===== src/sv/mwmv_ram.sv =====
`timescale 1ns / 1ps
module mwmv_ram #(
  parameter int Width = 8,
  parameter int Depth = 16
) (
  input  logic                     clk_i,
  input  logic                     we_i,
  input  logic [$clog2(Depth)-1:0] waddr_i,
  input  logic [Width-1:0]         wdata_i,
  input  logic [$clog2(Depth)-1:0] raddr_i,
  output logic [Width-1:0]         rdata_o
);

  logic [Width-1:0] mem_q [Depth];
  logic [Width-1:0] rdata_q;

  always_ff @(posedge clk_i) begin
    if (we_i) begin
      mem_q[waddr_i] <= wdata_i;
    end
    rdata_q <= mem_q[raddr_i];
  end

  assign rdata_o = rdata_q;

endmodule


===== config.mk =====
export PLATFORM = sky130hd
export DESIGN_NAME = mwmv_ram
export DESIGN_NICKNAME = d
export VERILOG_FILES = /design/src/sv/mwmv_ram.sv
export SDC_FILE = /design/constraint.sdc
export NUM_CORES = 1
export LEC_CHECK = 0
export BUFFER_PORTS_ARGS = -buffer_cell sky130_fd_sc_hd__buf_4
export CAP_MARGIN = 5
export CORE_MARGIN = 2
export CORE_UTILIZATION = 65
export DETAILED_ROUTE_END_ITERATION = 16
export PLACE_DENSITY_LB_ADDON = 0.1
export SKIP_LAST_GASP = 1
export SLEW_MARGIN = 40
export SYNTH_ARGS = -nofsm -noshare
export SYNTH_HDL_FRONTEND = slang
export SYNTH_SLANG_ARGS = --single-unit

===== constraint.sdc =====
create_clock -name clk_i -period 2.6 [get_ports clk_i]
set_input_delay 0.26 -clock clk_i [delete_from_list [all_inputs] [get_ports clk_i]]
set_output_delay 0.26 -clock clk_i [all_outputs]
set_load 0.02 [all_outputs]

Word level (Yosys, flattened, before mapping)
Memories as Yosys holds them, arrays and structs flattened. A register that Yosys moved wholly into a read port is not among the register bits.
Index checks and enable logic that the tools add are counted.

word-level totals
  bits in writable memories = 128
  input bits = 18
  word-level logic and storage cells = 3
  output and inout bits = 8
  memories kept = 1
  bits in registers = 0

memories
  name   words  bits a word  rd ports  clocked after Yosys merged registers in  wr ports  RTL line  RTL
  mem_q  16     8            1         1                                        1         14        logic [Width-1:0] mem_q [Depth];

cells by class
  muxes and demuxes = 2

operators by type and width
  cell     number
  $mux W1  2

Logic depth before layout (Yosys ltp)
Gate-level depths: netlist of the first run.

  depth in word-level cells = 2
  gate-level depth with buffers = 5
  depth with buffers taken out = 3

Least setup slack after synthesis of the first run
Ideal clock, no wire load.

  kind = input -> register
  start = in waddr_i[2]
  end = mem mem_q[0][0], enable pin
  setup time = 383 ps
  arrival time = 1370 ps
  setup slack = 847 ps
  stages = 2
  path buffers = 0
  required time = 2217 ps
  cell sequence = or3b_2 > nor3_1

RTL lines
  what                RTL line  RTL
  start: declaration  8         input logic [$clog2(Depth)-1:0] waddr_i,
  end: declaration    14

Straight into the memory's write port.

==> reports/qor.yml, run 1 <==
layout:
  nNetsFinal: 295
  drive_gt1_frac: 0.314
  syn2layout_area_growth_pct: 19.2
  antenna_cells: 0
  fillers: 385
  regArea_um2: 4000
  multi_input_area_um2: 1060
synth:
  ys_top_cells_by_count: "edfxtp_1 (128), mux4_2 (18), a22oi_1 (16), mux4_1 (14), nor2_1 (13)"
  synth-seq-cells: 136
  syn-cell-area_um2: 5150
  synth_nets: 247
  synth_ff_type: "edfxtp_1"
  synthCells: 229
  synth.largest_area_cell: "edfxtp_1"
  async_flop_share: 0
  synth_top_area_frac: 0.747
  yosys_warnings: 0
  ys_seq_area_frac: 0.778
  synth_edf_count: 128
  ys_types: 19
  avgSynthCellArea_um2: 22.5
  synth_most_common_cell: "edfxtp_1"
  synthTopCellsByArea: "edfxtp_1 (75%), mux4_2 (7.9%), mux4_1 (7.1%), dfxtp_1 (3.1%), a22oi_1 (2.3%)"
setup_path:
  required_ns: 3.00
  r2r-end: "rdata_o[1]$_DFF_P_"
  cp-start-kind: "register"
  worst_r2r_path_depth: 3
  path_max_fanout: 1
  cp_num_cells: 3
  crit_family: "multiplexers"
  crit_chain: "mux4_1, a22oi_1, nand2_1"
  crit_buf_inv: 0
  r2r-start: "mem_q[2][1]$_DFFE_PP_"
  crit_path_end_kind: "register"
  arrival_ns: 1.84
  critPathLaunch: "mem_q[2][1]$_DFFE_PP_"
  cp_slowest_stage_delay_ns: 0.50
  crit_type: "reg -> reg"
  critPathCapture: "rdata_o[1]$_DFF_P_"
  crit_slowest_cell: "mux4_1"
  reg2reg_slack_ns: 1.16
detailed_routing:
  drt-initial-drc-count: 205
  ant_nets: 0
  wl_per_cell_um: 25.8
  avgViaCountPerCell: 6.49
  drc: 0
  dr_total_vias: 2544
  drt-total-wl_um: 10100
  first_pass_iters: 4
clock_tree:
  cts_made_buffers: 17
  insertion_delay_ns: 0.52
  cts_setup_buffers: 0
  ctsResizeCount: 0
  hold_buffers: 0
  htreeDepth: 4
  cts-root-buf: "clkbuf_8"
  cts.sinks: 136
  clk_pin_slew_worst_paths_ns: 0.06
  cts_tree: "done"
  cts_buffer_depth: 2
floorplan:
  pin_count: 26
  dieArea_um2: 8650
  die_h_um: 93.0
  rows: 32
  initial_core_util: 0.670
  die_w_um: 93.0
  core_area_um2: 7690
placement:
  globalplace.congestion: 0.776
  io_buffers: 25
  hpwl_um: 5810
grt:
  grt_usage: 0.263
  grt_pass1_vias: 2626
  antenna_found_initial: 0
  grt_max_degree: 33
  grt_pass1_wl_um: 15300
  gr-total-overflow: 0
hold_path:
  hp-class: "in -> reg"
sta:
  finClkSkew_ns: 0.00757
  rsz0062_at_grt: "false"
  fmax_ghz: 0.693
  min_period_ns: 1.44
  setup_tns_ns: 0
  slew_violations: 0
  setup_viol: 0
  max_slew_margin: 0.464
  worst_pin_slew_ns: 0.800
  hold_viol: 0
  final.period_utilization: 0.555
job:
  maxCapViolations: 0
power_and_ir_drop:
  vdd_ir_drop_max_v: 0.000796
  power_density_nw_per_um2: 865
  power_mw: 5.31
  p_leak_nw: 2.10
outcome:
  outcome: "complete, no violations"
[flip-flops by register name (all words and copies together), names as in the netlist]
name,cells
mem_q,128
rdata_o,8
[layer usage]
metal,part of all wire,GRT usage,vias to the layer above
met5,0,0,-
met4,0.021,0.125,0
met3,0.069,0.0669,19
met2,0.51,0.410,131
met1,0.40,0.355,1322
li1,-,-,1072
[cell usage in the layout (no fill, tap or decap), drive strengths merged]
| cell type | instances |
|---|---|
| mux4 | 32 |
| nand3b | 2 |
| buf | 39 |
| clkbuf | 18 |
| clkinvlp | 2 |
| and2 | 1 |
| dfxtp | 8 |
| or3b | 1 |
| nor2b | 1 |
| nor2 | 13 |
| edfxtp | 128 |
| nor3 | 4 |
| nand2b | 2 |
| clkinv | 6 |
| nand3 | 1 |
| inv | 1 |
| and2b | 1 |
| bufinv | 5 |
| a22oi | 16 |
| nand2 | 9 |
[through the flow]
step	instances	cell area, um2	util	hold slack, ns	worst slack, ns
floorplan	229	5150	-	0.359	0.847
global placement	360	5480	0.713	0.558	0.691
detailed placement	360	5480	0.713	0.572	0.672
CTS	392	6130	0.798	0.0267	1.18
global route	392	6130	0.798	0.0362	1.12
finish	392	6130	0.798	0.0455	1.16
[cell type report]
cell class                 instances  share of cell area
clock buffer                      18              0.0698
clock inverter                    14              0.0363
multi-input combinational         83               0.173
sequential                       136               0.653
tap                              102              0.0208
timing repair buffer              39              0.0477
[report_power, final]
group          switching [mW]  total, mW  internal (mW)
sequential             0.0150       2.47           2.45
clock                   0.900       2.59           1.69
combinational           0.146      0.253          0.108
[logic make-up (layout without fill, tap and decap cells)]
logic type,Yosys count,count (layout),synth area share
buf+inv,10,71,0.0168
simple gates,35,35,0.0318
flops,136,136,0.778
compound gates,16,16,0.0233
mux,32,32,0.150
[worst min path at each step]
stage               startpoint                    end  cells after the start
global route        wdata_i[5]  mem_q[5][5]$_DFFE_PP_                      1
CTS                 wdata_i[5]  mem_q[8][5]$_DFFE_PP_                      1
global placement    wdata_i[5]  mem_q[7][5]$_DFFE_PP_                      1
floorplan           wdata_i[0]  mem_q[0][0]$_DFFE_PP_                      0
detailed placement  wdata_i[5]  mem_q[5][5]$_DFFE_PP_                      1
finish              wdata_i[5]  mem_q[4][5]$_DFFE_PP_                      1
[worst register-to-register path, delay by kind of cell (launching register included)]
| family | cells | cell delay, ns |
|---|---|---|
| AND/OR/NAND/NOR | 1 | 0.09 |
| AO/OA/AOI/OAI | 1 | 0.35 |
| flip-flops | 1 | 0.38 |
| multiplexers | 1 | 0.50 |
(Power assumes the default switching activity.)
==> inputs of run 2 (changes only) <==
ABC_AREA = 1   (was default)
CORE_UTILIZATION = 55   (was 65)
clock period = 1.2 ns   (was 2.6 ns; I/O delays follow)
==> run 2 against run 1 <==
  * Synthesized area increased by 12%
  * Wire length increased by 27%
  * Clock power increased by 73%
  * First-iteration DRC count up 40%
  * Global-route usage down 1.3 points
  * Clock skew rose by 0.0046 ns
  * Total power rose by 100%
  * Sequential cell count did not move
  * Via count grew 52%
  * Cell area is 11% higher
  * Largest cell class unchanged
  * Largest power group is now sequential cells
==> reports/qor.yml, run 2 <==
synth:
  ys_types: 12
  synth-seq-cells: 136
  async_flop_share: 0
  synth_top_area_frac: 0.667
  synth_most_common_cell: "nand2_1"
  synth_ff_type: "edfxtp_1"
  synthAdderAreaFrac: 0
  synth_top_family_by_area: "simple AND/OR/NAND/NOR gates"
  yosys_warnings: 0
  synth-compound-area-share: 0
  avgSynthCellArea_um2: 10.5
  ys_seq_area_frac: 0.694
  synth_edf_count: 128
  ys_top_cells_by_count: "nand2_1 (173), edfxtp_1 (128), inv_1 (100), nand3_1 (97), nor2_1 (17)"
  synth_xor_area_frac: 0
  synth_nets: 569
  yosys.area_share.simple: 0.210
  syn-cell-area_um2: 5770
  synthCells: 551
  synthTopCellsByArea: "edfxtp_1 (67%), nand2_1 (11%), nand3_1 (8.4%), inv_1 (6.5%), dfxtp_1 (2.8%)"
  synthMuxAreaShare: 0
  synth.largest_area_cell: "edfxtp_1"
layout:
  multi_input_area_um2: 1210
  syn2layout_area_growth_pct: 18.1
  antenna_cells: 0
  regArea_um2: 4010
  largest_register: "mem_q"
  drive_gt1_frac: 0.126
  nNetsFinal: 624
  final_common_cell: "nand2_1"
  final_cell_mix: "nand2_1 (173), edfxtp_1 (128), inv_1 (100)"
  fillers: 798
  largest_register_ffs: 128
grt:
  grt_max_degree: 58
  grt_pass1_vias: 3774
  grt_pass1_wl_um: 20100
  gr-total-overflow: 0
  antenna_found_initial: 0
  grt_usage: 0.250
outcome:
  outcome: "complete, no violations"
floorplan:
  initial_core_util: 0.564
  dieArea_um2: 11300
  core_area_um2: 10200
  die_w_um: 106
  die_h_um: 106
  pin_count: 26
  rows: 37
placement:
  globalplace.congestion: 0.854
  hpwl_um: 7720
  io_buffers: 25
clock_tree:
  htreeDepth: 4
  insertion_delay_ns: 0.52
  cts_buffer_depth: 2
  cts.sinks: 136
  cts-root-buf: "clkbuf_8"
  cts_tree: "done"
  clk_pin_slew_worst_paths_ns: 0.06
  cts_made_buffers: 17
  cts_setup_buffers: 0
setup_path:
  cp-start-kind: "primary input"
  required_ns: 1.60
  cp_slowest_stage_delay_ns: 0.55
  crit_type: "in -> reg"
  crit_slowest_cell: "dlygate4sd3_1"
  crit_path_end_kind: "register"
  path_max_fanout: 16
  crit_chain: "dlygate4sd3_1, buf_4, inv_1, buf_4, nand3_1, nand3_1, nand2_1"
  arrival_ns: 1.55
job:
  maxCapViolations: 0
sta:
  hold_viol: 0
  rsz0062_at_grt: "false"
  worst_pin_slew_ns: 0.323
  finClkSkew_ns: 0.0121
  slew_violations: 0
  min_period_ns: 1.15
  setup_tns_ns: 0
  final.period_utilization: 0.960
  holdWs_ns: 0.141
  fmax_ghz: 0.868
  max_slew_margin: 0.784
  setup_viol: 0
power_and_ir_drop:
  power_mw: 10.6
  vdd_ir_drop_max_v: 0.000851
  power_density_nw_per_um2: 1550
  p_leak_nw: 2.98
hold_path:
  hp-class: "in -> reg"
detailed_routing:
  avgViaCountPerCell: 5.12
  wl_per_cell_um: 17.0
  first_pass_iters: 5
  ant_nets: 0
  drc: 0
  dr_total_vias: 3864
  drt-initial-drc-count: 288
  drt-total-wl_um: 12800
-- run 2: area by class of cell --
cell class                 instances  area share
inverter                         102      0.0562
clock inverter                     4     0.00294
tap                              136      0.0250
sequential                       136       0.588
timing repair buffer              60      0.0771
clock buffer                      28      0.0727
multi-input combinational        289       0.178
-- run 2: logic make-up after synthesis --
logic type | after synthesis
DFF | 136
and+or+nand+nor | 289
buffers and inverters | 126
-- run 2: metal layers --
| layer | vias up | wire length [um] | part of all wire | global-route usage |
|---|---|---|---|---|
| met5 | - | 0 | 0 | 0 |
| met4 | 0 | 293 | 0.023 | 0.117 |
| met3 | 20 | 768 | 0.060 | 0.0484 |
| met2 | 129 | 6540 | 0.51 | 0.406 |
| met1 | 1829 | 5210 | 0.41 | 0.326 |
| li1 | 1886 | - | - | - |
-- run 2: path summary, 6_finish.rpt --
kind	start	endpoint	slack (ns)	depth (start not counted)
min reg2reg	mem_q[15][3]$_DFFE_PP_	rdata_o[3]$_DFF_P_	0.68	6
min	raddr_i[1]	rdata_o[5]$_DFF_P_	0.14	5
max reg2reg	mem_q[11][1]$_DFFE_PP_	rdata_o[1]$_DFF_P_	0.16	6
max	raddr_i[2]	rdata_o[1]$_DFF_P_	0.05	7
-- run 2: metrics by stage --
step	setup slack [ns]	area (um2)	utilization	std cells
finish	0.0475	6810	0.666	755
global route	0.0299	6810	0.666	755
CTS	0.00947	6810	0.666	755
detailed placement	0.0105	6200	0.606	713
global placement	0.0245	6200	0.606	713
floorplan	0.129	5770	-	551
-- run 2: repair_timing --
item | in CTS | in global routing
endpoints found under the setup margin | 0 | 1
resized for setup | 0 | 1
hold buffers | 10 | 0
endpoints found under the hold margin | 136 | 0
-- run 2: worst max-delay path: cells and delay by family --
family / cells / cell delay [ns]
buf+inv: 4 / 1.01
simple gates: 3 / 0.41
-- run 2: report_power, final --
group	total [mW]	leakage, nW	switching (mW)	internal [mW]
combinational	0.766	1.50	0.499	0.267
clock	4.48	0.257	1.74	2.74
sequential	5.34	1.22	0.0303	5.31
==> inputs of run 3 (changes only) <==
MAX_ROUTING_LAYER = met4   (was default)
==> run 3 against run 2 <==
  * Cell area up 1.1%
  * Highest routed layer unchanged
  * Combinational power down 1%
  * Critical path depth down 6
  * Setup slack better by 0.039 ns
  * Utilization up 0.72 points
  * Total power up 5.2%
==> reports/qor.yml, run 3 (synthesis gave the netlist of run 2 again) <==
setup_path:
  path_max_fanout: 1
  crit_chain: "buf_4"
  crit_family: "flip-flops"
  crit_type: "reg -> out"
  arrival_ns: 0.99
  crit_path_end_kind: "output port"
  cp-start-kind: "register"
  crit_slowest_cell: "dfxtp_2"
  cp_slowest_stage_delay_ns: 0.33
  reg2reg_slack_ns: 0.17
  crit_buf_inv: 1
  required_ns: 1.08
sta:
  finClkSkew_ns: 0.00543
  fin_ws_ns: 0.0861
  setup_viol: 0
  setup_tns_ns: 0
  max_slew_margin: 0.802
  min_period_ns: 1.11
  hold_viol: 0
  final.period_utilization: 0.928
  slew_violations: 0
  fmax_ghz: 0.898
  rsz0062_at_grt: "false"
  worst_pin_slew_ns: 0.297
detailed_routing:
  drt-total-wl_um: 12500
  first_pass_iters: 8
  drt-initial-drc-count: 212
  ant_nets: 0
  dr_total_vias: 3811
  avgViaCountPerCell: 5.05
  wl_per_cell_um: 16.5
  drc: 0
grt:
  grt_pass1_vias: 3709
  grt_pass1_wl_um: 19500
  grt_max_degree: 58
  antenna_found_initial: 0
  gr-total-overflow: 0
  gr-usage-met1: 0.311
  grtUsageMet2: 0.392
  grt_usage: 0.247
  top_usage_layer: "met2"
  use_met3: 0.0613
placement:
  io_buffers: 25
  hpwl_um: 7680
  globalplace.congestion: 0.844
  dpl_cell_area_um2: 6200
  pre_cts_slack_ns: 0.0250
hold_path:
  hp-class: "in -> reg"
layout:
  drive_gt1_frac: 0.137
  syn2layout_area_growth_pct: 19.4
  fin_area_um2: 6890
  nNetsFinal: 624
  fillers: 777
  final_common_cell: "nand2_1"
  largest_register_ffs: 128
  largest_register: "mem_q"
  antenna_cells: 0
  final_cell_mix: "nand2_1 (173), edfxtp_1 (128), inv_1 (100)"
clock_tree:
  htreeDepth: 4
  cts_made_buffers: 17
  cts_setup_buffers: 0
  cts_buffer_depth: 2
  clk_pin_slew_worst_paths_ns: 0.06
  cts.sinks: 136
  cts_tree: "done"
  cts-root-buf: "clkbuf_8"
  insertion_delay_ns: 0.52
power_and_ir_drop:
  power_mw: 11.1
  power_density_nw_per_um2: 1620
  p_leak_nw: 3.01
  vdd_ir_drop_max_v: 0.000975
job:
  maxCapViolations: 0
floorplan:
  initial_core_util: 0.564
  rows: 37
  die_h_um: 106
  pin_count: 26
  dieArea_um2: 11300
  core_area_um2: 10200
  die_w_um: 106
outcome:
  outcome: "complete, no violations"
[run 3: changes by cell type in the layout (fill, tap and decap cells not counted)]
cell | before | now
clkbuf_1 | 7 | 0
clkinvlp_4 | 0 | 3
bufinv_16 | 0 | 2
clkinv_4 | 0 | 1
inv_6 | 0 | 1
[run 3: area by class of cell]
type / count / area [um2] / share of cell area
clock buffers: 21 / 469 / 0.0681
multi-input cells: 289 / 1210 / 0.176
clock inverters: 11 / 120 / 0.0174
well taps: 136 / 170 / 0.0247
flip-flops and latches: 136 / 4010 / 0.582
inverters: 102 / 383 / 0.0556
repair buffers: 60 / 526 / 0.0763
[run 3: final timing paths]
| kind | end | cells past startpoint | startpoint |
|---|---|---|---|
| setup / recovery | rdata_o[5] | 1 | rdata_o[5]$_DFF_P_ |
| hold / removal | rdata_o[5]$_DFF_P_ | 5 | raddr_i[1] |
| setup reg to reg | rdata_o[1]$_DFF_P_ | 6 | mem_q[1][1]$_DFFE_PP_ |
| hold reg to reg | rdata_o[4]$_DFF_P_ | 6 | mem_q[15][4]$_DFFE_PP_ |
[run 3: power by group]
part,leakage [nW],internal (mW),switching [mW]
logic,1.50,0.267,0.491
registers,1.22,5.31,0.0309
clock network,0.286,3.17,1.88
total,3.01,8.75,2.40
[run 3: routing by layer]
metal  wire [um]  vias to the layer above
met3         706                       18
met5           0                        -
li1            -                     1882
met4         216                        0
met2        6360                      128
met1        5170                     1783
[run 3: repair_timing]
| item | 4_1_cts | 5_1_grt |
|---|---|---|
| setup endpoints to repair | 0 | 1 |
| resized for setup | 0 | 1 |
| hold buffers | 10 | 0 |
| endpoints found under the hold margin | 136 | 0 |
[run 3: per-stage QoR]
stage                     hold slack, ns  utilization  std cells
final                             0.0900        0.673        755
after global routing               0.141        0.673        755
after CTS                         0.0725        0.673        755
after detailed placement           0.451        0.606        713
after global placement             0.443        0.606        713
after floorplan                    0.219            -        551
